File: config.mk
export PLATFORM = sky130hd
export DESIGN_NAME = dcrb_queue
export DESIGN_NICKNAME = d
export VERILOG_FILES = /design/src/hdl/dcrb_pkg.sv /design/src/hdl/dcrb_queue.sv
export SDC_FILE = /design/constraint.sdc
export NUM_CORES = 1
export LEC_CHECK = 0
export BUFFER_PORTS_ARGS = -buffer_cell sky130_fd_sc_hd__buf_2
export CAP_MARGIN = 20
export CELL_PAD_IN_SITES_DETAIL_PLACEMENT = 0
export CELL_PAD_IN_SITES_GLOBAL_PLACEMENT = 1
export CORE_ASPECT_RATIO = 0.6
export CORE_MARGIN = 2
export CORE_UTILIZATION = 45
export CTS_BUF_LIST = sky130_fd_sc_hd__clkbuf_2 sky130_fd_sc_hd__clkbuf_4 sky130_fd_sc_hd__clkbuf_8
export DETAILED_ROUTE_END_ITERATION = 16
export MAX_ROUTING_LAYER = met4
export PLACE_DENSITY_LB_ADDON = 0.05
export SETUP_SLACK_MARGIN = 0.05
export SYNTH_ARGS = -nofsm -noshare
export SYNTH_HDL_FRONTEND = slang
export SYNTH_SLANG_ARGS = --single-unit
export TNS_END_PERCENT = 30
File: constraint.sdc
create_clock -name clk_i -period 4.86 [get_ports clk_i]
set_input_delay 0.972 -clock clk_i [delete_from_list [all_inputs] [get_ports clk_i]]
set_output_delay 0.972 -clock clk_i [all_outputs]
set_load 0.05 [all_outputs]
File: src/hdl/dcrb_pkg.sv
// Package for the DC-removal block buffer: sizes, command codes and item types.
// No dependencies; imported by every module of the block.
package dcrb_pkg;

  localparam int BLOCK_SAMPLES = 256;
  localparam int NUM_BLOCKS    = 4;
  localparam int IDX_W         = $clog2(BLOCK_SAMPLES);
  localparam int BLK_W         = $clog2(NUM_BLOCKS);
  localparam int CNT_W         = $clog2(NUM_BLOCKS + 1);
  localparam int ADDR_W        = BLK_W + IDX_W;

  localparam int RAW_W     = 12;
  localparam int PCM_W     = 16;
  localparam int DC_W      = 12;
  localparam int DC_SHIFT  = 10;                // divide by 1024
  localparam int ACC_W     = DC_W + DC_SHIFT;
  localparam int PCM_SHIFT = PCM_W - RAW_W;     // scale by 16
  localparam logic [DC_W-1:0] DC_START = 12'd2048;

  localparam int QDEPTH = 4;
  localparam int QPTR_W = $clog2(QDEPTH);
  localparam int QCNT_W = $clog2(QDEPTH + 1);

  typedef enum logic [1:0] {
    CMD_SAMPLE  = 2'd0,
    CMD_TAKE    = 2'd1,
    CMD_READ    = 2'd2,
    CMD_RESTART = 2'd3
  } cmd_e;

  typedef struct packed {
    cmd_e             cmd;
    logic [RAW_W-1:0] raw_sample;
    logic [3:0]       sample_channel;
    logic [BLK_W-1:0] block_select;
    logic [IDX_W-1:0] word_position;
  } in_item_t;

  typedef struct packed {
    logic signed [PCM_W-1:0] pcm_value;
    logic [BLK_W-1:0]        block_number;
    logic [IDX_W-1:0]        fill_position;
    logic                    block_complete;
    logic                    sample_dropped;
    logic                    ready_valid;
  } out_item_t;

  // Work handed from the front to the back: store access plus result fields.
  typedef struct packed {
    logic              wr;
    logic              rd;
    logic [ADDR_W-1:0] addr;
    out_item_t         res;
  } job_t;

endpackage

File: src/hdl/dcrb_queue.sv
// Short job queue between front and back parts.
// Depends on dcrb_pkg.
module dcrb_queue import dcrb_pkg::*; (
  input  logic  clk_i,
  input  logic  rst_ni,
  input  logic  push_i,
  input  job_t  job_i,
  output logic  full_o,
  input  logic  pop_i,
  output logic  valid_o,
  output job_t  job_o
);

  job_t              mem_q [QDEPTH];
  logic [QPTR_W-1:0] wr_q, rd_q;
  logic [QCNT_W-1:0] cnt_q;
  logic              do_push, do_pop;

  assign full_o  = (cnt_q == QCNT_W'(QDEPTH));
  assign valid_o = (cnt_q != '0);
  assign job_o   = mem_q[rd_q];
  assign do_push = push_i && !full_o;
  assign do_pop  = pop_i && valid_o;

  always_ff @(posedge clk_i) begin
    if (do_push) begin
      mem_q[wr_q] <= job_i;
    end
  end

  always_ff @(posedge clk_i or negedge rst_ni) begin
    if (!rst_ni) begin
      wr_q  <= '0;
      rd_q  <= '0;
      cnt_q <= '0;
    end else begin
      if (do_push) wr_q <= wr_q + 1'b1;
      if (do_pop)  rd_q <= rd_q + 1'b1;
      if (do_push && !do_pop) begin
        cnt_q <= cnt_q + 1'b1;
      end else if (do_pop && !do_push) begin
        cnt_q <= cnt_q - 1'b1;
      end
    end
  end

endmodule

Word level (Yosys, flattened, before mapping)
Memory sizes are Yosys's and may differ from the RTL's.
Index checks and enable logic that the tools add are counted.
Storage, ports and cells
  register bits: 7
  bits in latches: 0
  RAM bits: 164
  memory bits (read-only): 0
  output and inout bits: 43
  word-level logic and storage cells: 22
  memories: 1
Cells by class
  add/subtract/negate cells: 4
  multiply operators: 0
  div/mod/pow operators: 0
  $lt $le $gt $ge: 0
  eq/ne operators: 1
  shift operators: 0
  mux-type cells: 4
  bitwise operators: 0
  reductions and logical operators: 9
Memory list
  mem_q: words 4, bits a word 41, read ports 1, clocked after memory_dff 0, write ports 1, line dcrb_queue.sv:14  | job_t mem_q [QDEPTH];
Operators with widths (count)
  3-bit two-way mux: 2
  2-bit by 1-bit adder with 2-bit output, second input constant: 2
  1-bit logical AND: 4
  3-bit by 1-bit adder with 3-bit output, second input constant: 1
  3-bit == test, second input constant: 1
  1-bit logical NOT: 3
  3-bit nonzero test: 1
  3-bit by 1-bit subtractor with 3-bit output, second input constant: 1
  1-bit two-way mux: 2
  2-bit nonzero test: 1

Longest topological paths before layout
  depth in word-level cells: 7
  mapped depth: 9

Worst setup path after synthesis
OpenSTA, ideal clock, no wires.
  kind: input -> register
  start point: in push_i
  end point: mem mem_q[0][0] in the netlist's numbering (enable)
  setup time: 0.402 ns
  arrival time: 2.249 ns
  required time: 4.458 ns
  slack: 2.209 ns
  cell stages on the path: 3
  buffers on the path: 1
  path through: nor2b_1 -> buf_6 -> and2_1
On the way
  longest elaborated chain between the ends: 3
RTL lines
  start: declaration: line dcrb_queue.sv:6  | input logic push_i,
  1-bit logical AND: line dcrb_queue.sv:22  | assign do_push = push_i && !full_o;
  named net do_push: line dcrb_queue.sv:17  | logic do_push, do_pop;
  1-bit two-way mux: line dcrb_queue.sv:26  | if (do_push) begin
  1-bit two-way mux (implied by the code): line dcrb_queue.sv:27  | mem_q[wr_q] <= job_i;
  end: declaration: line dcrb_queue.sv:14
The timed path passes the listed nets, and every way through them passes these cells.

==> results.txt <==
outcome: completed
CTS H-tree lvls: 4
clock latency on the worst-skew pair: 430 ps
Reg clk slew, reported paths: 100 ps
setup slack, reg-to-reg: 2310 ps
RSZ-0062 raised after global routing: no
Max Freq: 0.298 GHz
die height: 96.4 um
setup TNS: 0 ps
critical path fanouts, max: 43
wire per inst: 19.9 um
worst-margin pin slew: 1100 ps
cell count after synthesis: 250
hold bufs inserted after CTS: 0
slowest CP cell: dfrtp_4
vias per cell: 5.05
worst path cell trace: mux4_1, buf_2
Worst Hold Class: in2async
most common cell after layout, fill and taps aside: edfxtp_1
pin count of the biggest net entering global routing: 44
pwr/cell area: 678 mW/mm2
ANT nets after route: 0
dominant synthesized flop cell: edfxtp_1
Pins Over Slew Limit: 0
Yosys cell types: 22
Die ar.: 0.0152 mm2
critical path type: reg2out
total power: 4.97 mW
fin crit share: 0.689
core area: 0.0137 mm2
Tmin final: 3350 ps
CTS Buffer Depth: 2
clk_skew: 14.8 ps
Synth top area share: 0.770
largest area contributor in the netlist: edfxtp_1
die outline width: 158 um
top-level I/O count: 88
TritonCTS clock tree: yes
drt pass-1 iters: 4
initial antenna violation count: 1
Slew HR: 0.267
Initial Util: 0.465
most frequent cells in the layout: 164 x edfxtp_1, 87 x buf_2, 38 x mux4_2
Placer Congestion: 0.703
vias in the first global route: 2,808
synth top area cells: edfxtp_1 77%, mux4_2 13%, dfrtp_1 2.7%, buf_12 1.3%, mux4_1 1.2%
setup bufs post-CTS: 0
sequential share of the synthesized area: 0.797
Slowest Stage Delay on Critical Path: 1010 ps
Crit Reg-Reg Endpoint: mem_q[3][32]$_DFFE_PP_
Worst IR Drop VDD: 0.244 mV
maxcap violations: 0
P&R area growth vs syn: 14.8%
IO buf count: 87
fin area: 0.00734 mm2
DR iter-0 viols: 167
Final Setup Violations: 0
Resize count post-CTS: 0
# clock sinks: 171
CP arrival: 2380 ps
residual DRC count: 0
hold_ws: 362 ps
grt total ovfl: 0
layout cells sized above 1: 0.470
final WL: 11,000 um
Critical R2R Launch: cnt_q[2]$_DFFE_PN0P_
leakage power: 2.51 nW
post-synthesis register bit count: 171
nets: 400
Synth Warn #: 0
Area after DPL: 0.00699 mm2
syn_nets: 301
final hold violations: 0
hpwl dp: 6480 um
Worst Setup End Kind: primary output
CTS buffer count: 17
Avg Inst Size Synth: 25.6 um2
Util after Layout: 0.534
cell area after synthesis: 0.00640 mm2
GR Util All Layers: 0.160
startpoint type of the worst setup path: register
root buf cell: clkbuf_8
Post-synth EDFFs: 164
Reg2Reg Depth: 4
# rows: 33
via count: 2,801
first-pass GRT wire length: 16,500 um
Req. time, crit path: 3890 ps
Post-synth ARST share: 0.0409
cell families after synthesis:
kind of cell | count (synthesis) | share of synthesized area
flip-flops | 171 | 0.797
multiplexers | 43 | 0.150
buffers and inverters | 14 | 0.0215
AND/OR/NAND/NOR | 10 | 0.00978
XOR/XNOR | 6 | 0.00822
adder cells (fa/ha/maj) | 6 | 0.0129
report_power, final:
part	total [mW]	leakage, nW	switching (mW)	internal, mW
sequential	2.21	1.58	0.257	1.95
clock	0.896	0.172	0.526	0.370
combinational	1.87	0.755	1.26	0.607
registers in the layout, indices dropped and copies added, names as in the netlist:
signal,cells
mem_q,164
wr_q,2
cnt_q,3
rd_q,2
metal layers:
layer,GRT usage,part of all wire,routed length [um]
met5,-,0,0
met4,0.0545,0.011,116
met3,0.0432,0.051,558
met2,0.229,0.44,4910
met1,0.224,0.49,5460
through the flow:
| step | instances | setup slack (ps) |
|---|---|---|
| after CTS | 554 | 1420 |
| after detailed placement | 522 | 1770 |
| final | 555 | 1510 |
| after global placement | 522 | 1790 |
| after floorplan | 250 | 2210 |
| after global routing | 555 | 1340 |
worst max-delay path by stage:
stage | from | endpoint | slack (ps)
5_1_grt | rd_q[0]$_DFFE_PN0P_ | job_o[35] | 1340
4_1_cts | rd_q[0]$_DFFE_PN0P_ | job_o[35] | 1420
3_5_place_dp | push_i | mem_q[1][37]$_DFFE_PP_ | 1770
2_1_floorplan | push_i | mem_q[0][0]$_DFFE_PP_ | 2210
3_3_place_gp | push_i | mem_q[1][37]$_DFFE_PP_ | 1790
6_report | rd_q[0]$_DFFE_PN0P_ | job_o[35] | 1510
cells in the mapped netlist, types with 2 or more instances:
library cell,instances
buf_2,4
inv_1,3
dfrtp_1,7
mux4_1,3
and2_1,4
ha_1,5
buf_6,2
mux4_2,38
xor2_1,2
xnor2_1,4
buf_12,4
edfxtp_1,164
critical path, delay by kind of cell, from the launching register on:
family / cells / cell delay [ps]
DFF: 1 / 1010
buffers and inverters: 1 / 240
muxes: 1 / 680
layout make-up:
class                      instances  area [um2]
multi-input combinational         65        1160
sequential                       171        5100
clock buffer                      18         241
tap                              192         240
timing repair buffer              91         465
inverter                           3        11.3
fill                            1089        6410
antenna                            1        2.50
clock inverter                    14         113
(Power assumes the default switching activity.)
