$ cat config.mk
export PLATFORM = sky130hd
export DESIGN_NAME = dcrb_front
export DESIGN_NICKNAME = d
export VERILOG_FILES = /design/src/hdl/dcrb_pkg.sv /design/src/hdl/dcrb_front.sv
export SDC_FILE = /design/constraint.sdc
export NUM_CORES = 1
export LEC_CHECK = 0
export BUFFER_PORTS_ARGS = -buffer_cell sky130_fd_sc_hd__buf_2
export CAP_MARGIN = 20
export CORE_MARGIN = 2
export CORE_UTILIZATION = 59
export DETAILED_ROUTE_END_ITERATION = 10
export HOLD_SLACK_MARGIN = 0.12
export PLACE_DENSITY = 0.82
export SYNTH_ARGS = -nofsm -noshare
export SYNTH_HDL_FRONTEND = slang
export SYNTH_SLANG_ARGS = --single-unit
$ cat constraint.sdc
create_clock -name clk_i -period 4.3 [get_ports clk_i]
set_clock_uncertainty 0.1 [all_clocks]
set_input_delay 0.215 -clock clk_i [delete_from_list [all_inputs] [get_ports clk_i]]
set_output_delay 0.215 -clock clk_i [all_outputs]
set_load 0.1 [all_outputs]
$ cat src/hdl/dcrb_pkg.sv
// Package for the DC-removal block buffer: sizes, command codes and item types.
// No dependencies; imported by every module of the block.
package dcrb_pkg;

  localparam int BLOCK_SAMPLES = 256;
  localparam int NUM_BLOCKS    = 4;
  localparam int IDX_W         = $clog2(BLOCK_SAMPLES);
  localparam int BLK_W         = $clog2(NUM_BLOCKS);
  localparam int CNT_W         = $clog2(NUM_BLOCKS + 1);
  localparam int ADDR_W        = BLK_W + IDX_W;

  localparam int RAW_W     = 12;
  localparam int PCM_W     = 16;
  localparam int DC_W      = 12;
  localparam int DC_SHIFT  = 10;                // divide by 1024
  localparam int ACC_W     = DC_W + DC_SHIFT;
  localparam int PCM_SHIFT = PCM_W - RAW_W;     // scale by 16
  localparam logic [DC_W-1:0] DC_START = 12'd2048;

  localparam int QDEPTH = 4;
  localparam int QPTR_W = $clog2(QDEPTH);
  localparam int QCNT_W = $clog2(QDEPTH + 1);

  typedef enum logic [1:0] {
    CMD_SAMPLE  = 2'd0,
    CMD_TAKE    = 2'd1,
    CMD_READ    = 2'd2,
    CMD_RESTART = 2'd3
  } cmd_e;

  typedef struct packed {
    cmd_e             cmd;
    logic [RAW_W-1:0] raw_sample;
    logic [3:0]       sample_channel;
    logic [BLK_W-1:0] block_select;
    logic [IDX_W-1:0] word_position;
  } in_item_t;

  typedef struct packed {
    logic signed [PCM_W-1:0] pcm_value;
    logic [BLK_W-1:0]        block_number;
    logic [IDX_W-1:0]        fill_position;
    logic                    block_complete;
    logic                    sample_dropped;
    logic                    ready_valid;
  } out_item_t;

  // Work handed from the front to the back: store access plus result fields.
  typedef struct packed {
    logic              wr;
    logic              rd;
    logic [ADDR_W-1:0] addr;
    out_item_t         res;
  } job_t;

endpackage

$ cat src/hdl/dcrb_front.sv
// Front part: accepts items, runs the DC estimate, fill tracking and both block lists.
// Emits one job per item to the queue. Depends on dcrb_pkg.
module dcrb_front import dcrb_pkg::*; (
  input  logic      clk_i,
  input  logic      rst_ni,
  input  logic      accept_i,
  input  in_item_t  item_i,
  output job_t      job_o
);

  logic [DC_W-1:0]  dc_q, dc_d;
  logic             fill_open_q, fill_open_d;
  logic [BLK_W-1:0] fill_block_q, fill_block_d;
  logic [IDX_W-1:0] fill_index_q, fill_index_d;

  logic [BLK_W-1:0] free_item_q [NUM_BLOCKS];
  logic [BLK_W-1:0] free_item_d [NUM_BLOCKS];
  logic [BLK_W-1:0] free_head_q, free_head_d;
  logic [CNT_W-1:0] free_cnt_q, free_cnt_d;
  logic [BLK_W-1:0] rdy_item_q [NUM_BLOCKS];
  logic [BLK_W-1:0] rdy_item_d [NUM_BLOCKS];
  logic [BLK_W-1:0] rdy_head_q, rdy_head_d;
  logic [CNT_W-1:0] rdy_cnt_q, rdy_cnt_d;

  logic [ACC_W-1:0] dc_acc;
  logic [DC_W-1:0]  dc_new;
  logic [RAW_W-1:0] diff;
  logic             ok;
  logic [BLK_W-1:0] blk;
  logic [IDX_W-1:0] idx;
  logic [BLK_W-1:0] taken;

  assign dc_acc = {dc_q, {DC_SHIFT{1'b0}}} - ACC_W'(dc_q) + ACC_W'(item_i.raw_sample);
  assign dc_new = dc_acc[ACC_W-1:DC_SHIFT];
  assign diff   = item_i.raw_sample - dc_new;

  always_comb begin
    dc_d         = dc_q;
    fill_open_d  = fill_open_q;
    fill_block_d = fill_block_q;
    fill_index_d = fill_index_q;
    free_item_d  = free_item_q;
    free_head_d  = free_head_q;
    free_cnt_d   = free_cnt_q;
    rdy_item_d   = rdy_item_q;
    rdy_head_d   = rdy_head_q;
    rdy_cnt_d    = rdy_cnt_q;
    job_o        = '0;
    ok           = 1'b0;
    blk          = fill_block_q;
    idx          = fill_index_q;
    taken        = rdy_item_q[rdy_head_q];
    unique case (item_i.cmd)
      CMD_SAMPLE: begin
        ok = (item_i.sample_channel == '0);
        if (ok && !fill_open_q) begin
          if (free_cnt_q != '0) begin
            blk         = free_item_q[free_head_q];
            idx         = '0;
            free_head_d = free_head_q + 1'b1;
            free_cnt_d  = free_cnt_q - 1'b1;
          end else begin
            ok = 1'b0;
          end
        end
        if (!ok) begin
          job_o.res.sample_dropped = 1'b1;
        end else begin
          dc_d                    = dc_new;
          job_o.wr                = 1'b1;
          job_o.addr              = {blk, idx};
          job_o.res.pcm_value     = {diff, {PCM_SHIFT{1'b0}}};
          job_o.res.block_number  = blk;
          job_o.res.fill_position = idx;
          fill_block_d            = blk;
          if (idx == IDX_W'(BLOCK_SAMPLES - 1)) begin
            job_o.res.block_complete = 1'b1;
            fill_open_d  = 1'b0;
            fill_index_d = '0;
            if (rdy_cnt_q != CNT_W'(NUM_BLOCKS)) begin
              rdy_item_d[rdy_head_q + BLK_W'(rdy_cnt_q)] = blk;
              rdy_cnt_d = rdy_cnt_q + 1'b1;
            end else if (free_cnt_d != CNT_W'(NUM_BLOCKS)) begin
              free_item_d[free_head_d + BLK_W'(free_cnt_d)] = blk;
              free_cnt_d = free_cnt_d + 1'b1;
            end
          end else begin
            fill_open_d  = 1'b1;
            fill_index_d = idx + 1'b1;
          end
        end
      end
      CMD_TAKE: begin
        if (rdy_cnt_q != '0) begin
          job_o.res.ready_valid  = 1'b1;
          job_o.res.block_number = taken;
          rdy_head_d = rdy_head_q + 1'b1;
          rdy_cnt_d  = rdy_cnt_q - 1'b1;
          if (free_cnt_q != CNT_W'(NUM_BLOCKS)) begin
            free_item_d[free_head_q + BLK_W'(free_cnt_q)] = taken;
            free_cnt_d = free_cnt_q + 1'b1;
          end
        end
      end
      CMD_READ: begin
        job_o.rd                = 1'b1;
        job_o.addr              = {item_i.block_select, item_i.word_position};
        job_o.res.block_number  = item_i.block_select;
        job_o.res.fill_position = item_i.word_position;
      end
      CMD_RESTART: begin
        dc_d = DC_START;
        for (int i = 0; i < NUM_BLOCKS; i++) begin
          free_item_d[i] = BLK_W'(i);
        end
        free_head_d = '0;
        free_cnt_d  = CNT_W'(NUM_BLOCKS);
        rdy_head_d  = '0;
        rdy_cnt_d   = '0;
      end
      default: ;
    endcase
  end

  always_ff @(posedge clk_i or negedge rst_ni) begin
    if (!rst_ni) begin
      dc_q         <= DC_START;
      fill_open_q  <= 1'b0;
      fill_block_q <= '0;
      fill_index_q <= '0;
      free_head_q  <= '0;
      free_cnt_q   <= CNT_W'(NUM_BLOCKS);
      rdy_head_q   <= '0;
      rdy_cnt_q    <= '0;
      for (int i = 0; i < NUM_BLOCKS; i++) begin
        free_item_q[i] <= BLK_W'(i);
        rdy_item_q[i]  <= '0;
      end
    end else if (accept_i) begin
      dc_q         <= dc_d;
      fill_open_q  <= fill_open_d;
      fill_block_q <= fill_block_d;
      fill_index_q <= fill_index_d;
      free_item_q  <= free_item_d;
      free_head_q  <= free_head_d;
      free_cnt_q   <= free_cnt_d;
      rdy_item_q   <= rdy_item_d;
      rdy_head_q   <= rdy_head_d;
      rdy_cnt_q    <= rdy_cnt_d;
    end
  end

endmodule

After elaboration in Yosys (flattened, before gate mapping)

Index checks and enable logic that the tools add are counted.

Magnitude comparators: 8
Reduce and logical (&&, ||, !) cells: 20
Multiplexer cells: 70
Bitwise logic cells: 5
Equal/unequal tests: 14
Add/sub/neg operators: 14

Operator list:

| cell                                                                  | number |
|---|---|
| 8-bit 2-to-1 mux                                                      | 10 |
| 3-bit 2-to-1 mux                                                      | 13 |
| 37-bit 2-to-1 mux                                                     | 1 |
| 2-bit 2-to-1 mux                                                      | 16 |
| 8-bit bitwise mux                                                     | 3 |
| 12-bit one-hot mux with 2 select lines                                | 1 |
| 8-bit one-hot mux with 3 select lines                                 | 1 |
| 22-bit by 12-bit adder with 22-bit output                             | 1 |
| 22-bit by 12-bit subtractor with 22-bit output                        | 1 |
| 10-bit one-hot mux with 2 select lines                                | 1 |
| 3-bit one-hot mux with 3 select lines                                 | 2 |
| 16-bit 2-to-1 mux                                                     | 1 |
| 8-bit one-hot mux with 2 select lines                                 | 1 |
| 3-bit greater-or-equal comparator (second input constant)             | 5 |
| 2-bit inverter with 3-bit output                                      | 5 |
| 2-bit != test (second input constant)                                 | 7 |
| 2-bit demux with 2-bit select                                         | 3 |
| 12-bit 2-to-1 mux                                                     | 1 |
| 12-bit subtractor                                                     | 1 |
| 1-bit 2-to-1 mux                                                      | 11 |
| 3-bit by 1-bit adder with 3-bit output (second input constant)        | 3 |
| 3-bit by 1-bit < comparator with 1-bit output (second input constant) | 3 |
| 3-bit != test (second input constant)                                 | 3 |
| 3-bit AND reduction                                                   | 3 |
| other kinds (21)                                                      | 34 |

Bits of input ports: 31
Register bits: 49
Word-level logic and storage cells: 147
Output and inout bits: 41

Depth between registers and ports, before layout

Depth after elaboration: 16
Gate-level depth with buffers: 18

Worst setup path before layout

OpenSTA, ideal clock, no wires.

Path kind: reg-to-output
Start point: register dc_q[6]
End point: output port job_o[25] in the netlist's numbering
Data arrival time: 5.555 ns
Setup slack: -1.570 ns
Path buffers: 0
Cell stages (with the launch flop): 19
Required time: 3.985 ns
Cell sequence: dfrtp_1 inv_1 ha_1 ha_1 a21oi_1 nand2_1 o31ai_1 a21boi_0 o21ai_0 or3b_2 ha_1 fa_1 nor2b_1 o21a_1 o21ai_0 a21oi_1 o21a_1 nor3_1 nor3_1

RTL lines:

| item                     | RTL line          | source |
|---|---|---|
| start: declaration       | dcrb_front.sv:11  | `logic [DC_W-1:0] dc_q, dc_d;` |
| start signal: assignment | dcrb_front.sv:127 | `dc_q <= DC_START;` |
| start signal: assignment | dcrb_front.sv:140 | `dc_q <= dc_d;` |
| end: declaration         | dcrb_front.sv:8   | `output job_t job_o` |

==> impl_metrics.tcl <==
set metrics [dict create \
    io_buffers 67 \
    worstPathRequired_ns 3.98 \
    ys_types 73 \
    fin_area_um2 6528 \
    most-common-layout-cells "74 x nand2_1, 57 x buf_2, 56 x buf_4" \
    yosys_warnings 0 \
    grt_first_pass_wirelength_mm 25.39 \
    gp_congestion 1.107 \
    dr.pass1.iters 6 \
    dp_cells 767 \
    die-width_um 95.82 \
    cts-root-buf "clkbuf_8" \
    row_count 33 \
    power.density_nw_per_um2 488.3 \
    arrival_ns 4.78 \
    dpl_cell_area_um2 5709 \
    seqPwrFrac 0.199 \
    cp-start-kind "flip-flop" \
    cp_slowest_cell "dfrtp_1" \
    drive_above_1_share 0.3827 \
    p_leak_uw 0.002998 \
    synth-async-reset-ratio 1.000 \
    clock_latency_ns 0.33 \
    clkTransAtPathRegs_ns 0.11 \
    finalCriticalPeriod_ns 5.090 \
    synthFlopType "dfrtp_1" \
    syn_avg_cell_area_um2 8.387 \
    viasPerCell 6.931 \
    critical_path.max_stage_delay_ns 0.41 \
    utilization 0.7984 \
    hold_depth 4 \
    tightestPinTransition_ns 0.7761 \
    layout_commonest_cell "nand2_1" \
    die-area_um2 9181 \
    grt_start_max_net_pins 50 \
    ys_ff_latch 49 \
    p_int_uw 1635 \
    cts_buffers 5 \
    drc 0 \
    area_delta_synth_final_pct 31.25 \
    postRouteAntennaNets 0 \
    clkPwrFrac 0.099 \
    wire_per_inst_um 23.11 \
    ys_seq_area_frac 0.2481 \
    setup_slack_ns -0.7905 \
    finalCritPeriodShare 1.184 \
    grt_usage 0.3632 \
    min_path_type "in2reg" \
    synth_top_area_frac 0.2164 \
    finalWirelength_mm 18.49 \
    antenna_found_initial 0 \
    switching_share 0.4871 \
    yosysTopAreaCell "dfrtp_1" \
    rr_worst_depth 13 \
    core_um2 8175 \
    path_max_fanout 5 \
    crit_type "reg2out" \
    critPathMostFrequentCell "ha_4" \
    ios 72 \
    power_frac_comb 0.702 \
    n_antenna_cell 0 \
    die_height_um 95.82 \
    fillCellCount 473 \
    endpoint_kind "output pin" \
    synth_area_um2 4974 \
    synthTopCellsByArea "dfrtp_1 22%, ha_1 13%, nand2_1 5.6%" \
    p_total_uw 3187 \
    seq_area_um2 1234 \
    numClockSinks 49 \
    finalSetupTns_ns -3.972 \
    violations "setup timing" \
    start_util 0.6084 \
    synthCells 593 \
    hold_viol_final 0 \
    p_sw_uw 1552 \
    status "complete, but fails checks" \
    finalNonFillerCells 800 \
    clock_path_buffers 2 \
    fin_nets 780 \
    drt_iter0_markers 590 \
    hpwlAfterDp_mm 11.01 \
    multi_input_area_um2 4043 \
    h-tree-depth 2 \
    grt_pass1_vias 5049 \
    synth_edf_count 0 \
    rsz0062_at_grt "true" \
    grt_overflow_total 0 \
    drv_cap 0 \
    path_cells "inv_2, ha_4, ha_4, nand4_1, a211oi_4, o31ai_4, buf_6, a31oi_4, buf_6, o2111ai_4, and3_4, or2_4, ha_4, or3_1, o21ai_1, a31oi_1, xnor2_1, xnor3_1, nor2_4, buf_12" \
    routed-via-count 5545 \
    setup_viol 10 \
    relSlewSlack 0.4826 \
    maxSlewViolCount 0 \
    max_freq_ghz 0.1964 \
    peakVddDrop_v 0.0003213 \
    cts_tree "done" \
]
==> stage by stage <==
stage | hold slack [ns] | worst slack [ns]
detailed placement | 0.2749 | -0.2071
global placement | 0.2667 | -0.1432
finish | 0.2805 | -0.7905
global route | 0.2933 | -0.9200
floorplan | -0.1806 | -0.2943
CTS | 0.2324 | -0.3055
==> what timing repair did <==
action	CTS	global route
endpoints found under the hold margin	43	0
hold buffers	1	0
resized for setup	54	41
setup endpoints to repair	8	10
pin swaps	31	26
setup buffers	18	7
==> cells by family after synthesis <==
group	count (synthesis)	synth area share
muxes	31	0.07899
buffers and inverters	66	0.06138
xor gates and xnor gates	26	0.04855
DFF	49	0.2480
AOI/OAI and AO/OA	158	0.2060
other	1	0.0007540
adders and majority gates	55	0.1444
and+or+nand+nor	207	0.2118
==> sequential cells by signal, indices dropped and copies added, names as in the netlist <==
register and cells:
dc_q 12, fill_index_q 8, free_item_q 8, rdy_item_q 8, free_cnt_q 3, rdy_cnt_q 3, fill_block_q 2, free_head_q 2
rdy_head_q 2, fill_open_q 1
==> Yosys cell counts (3+ instances only) <==
| master | n |
|---|---|
| nand2_1 | 74 |
| or3_1 | 4 |
| mux2_2 | 22 |
| o31ai_1 | 9 |
| mux4_2 | 4 |
| and3_1 | 7 |
| nand4_1 | 10 |
| nor2_2 | 3 |
| buf_2 | 4 |
| dfrtp_1 | 43 |
| a21boi_0 | 3 |
| xnor2_1 | 12 |
| o211ai_1 | 3 |
| o21ai_0 | 47 |
| a22o_1 | 12 |
| nor3_2 | 3 |
| nand3_1 | 21 |
| mux2_1 | 4 |
| a221oi_1 | 3 |
| xor2_1 | 13 |
| and2_1 | 8 |
| a21oi_1 | 38 |
| buf_4 | 12 |
| clkbuf_1 | 17 |
| nand2b_1 | 8 |
| ha_1 | 51 |
| a21o_1 | 7 |
| fa_1 | 4 |
| dfstp_2 | 6 |
| o21a_1 | 6 |
| a21oi_2 | 4 |
| nor3_1 | 10 |
| inv_1 | 30 |
| nor2b_1 | 10 |
| a31oi_1 | 5 |
| nor2_1 | 33 |
==> routing by layer <==
metal,vias to the layer above,GRT usage,routed length (um)
met5,-,0,0
met4,0,0.1643,1534
met3,152,0.06891,2226
met2,494,0.6166,8373
met1,2576,0.4474,6356
li1,2323,-,-
==> power by group through the flow <==
| stage | sequential, uW | clock, uW | combinational [uW] |
|---|---|---|---|
| final | 633 | 317 | 2240 |
| after global routing | 640 | 322 | 2340 |
| after CTS | 624 | 301 | 1860 |
| after detailed placement | 633 | 0 | 1630 |
| after global placement | 627 | 0 | 1550 |
| after floorplan | 604 | 0 | 1220 |
==> worst paths after layout <==
check                           startpoint              end  slack, ns
max                                dc_q[3]        job_o[28]      -0.79
min                               accept_i   free_head_q[1]       0.28
max reg2reg                  free_cnt_q[0]   free_item_q[6]       0.56
min reg2reg                fill_index_q[7]  fill_index_q[7]       0.41
max in group asynchronous           rst_ni          dc_q[9]       3.18
min in group asynchronous           rst_ni    rdy_item_q[0]       0.43
==> layout make-up <==
type                    count  area share
flip-flops and latches     49      0.1890
well taps                 105     0.02013
clock buffers               7     0.01323
clock inverters             1    0.001150
multi-input cells         481      0.6193
repair buffers            125      0.1388
inverters                  32     0.01840
==> worst max-delay path: cells and delay by family, from the launching register on <==
kind	cells	cell delay, ns
DFF	1	0.41
AOI/OAI and AO/OA	6	0.96
xor gates and xnor gates	2	0.49
adders and majority gates	3	0.69
buffers and inverters	4	0.66
and+or+nand+nor	5	1.23
(Power assumes the default switching activity.)
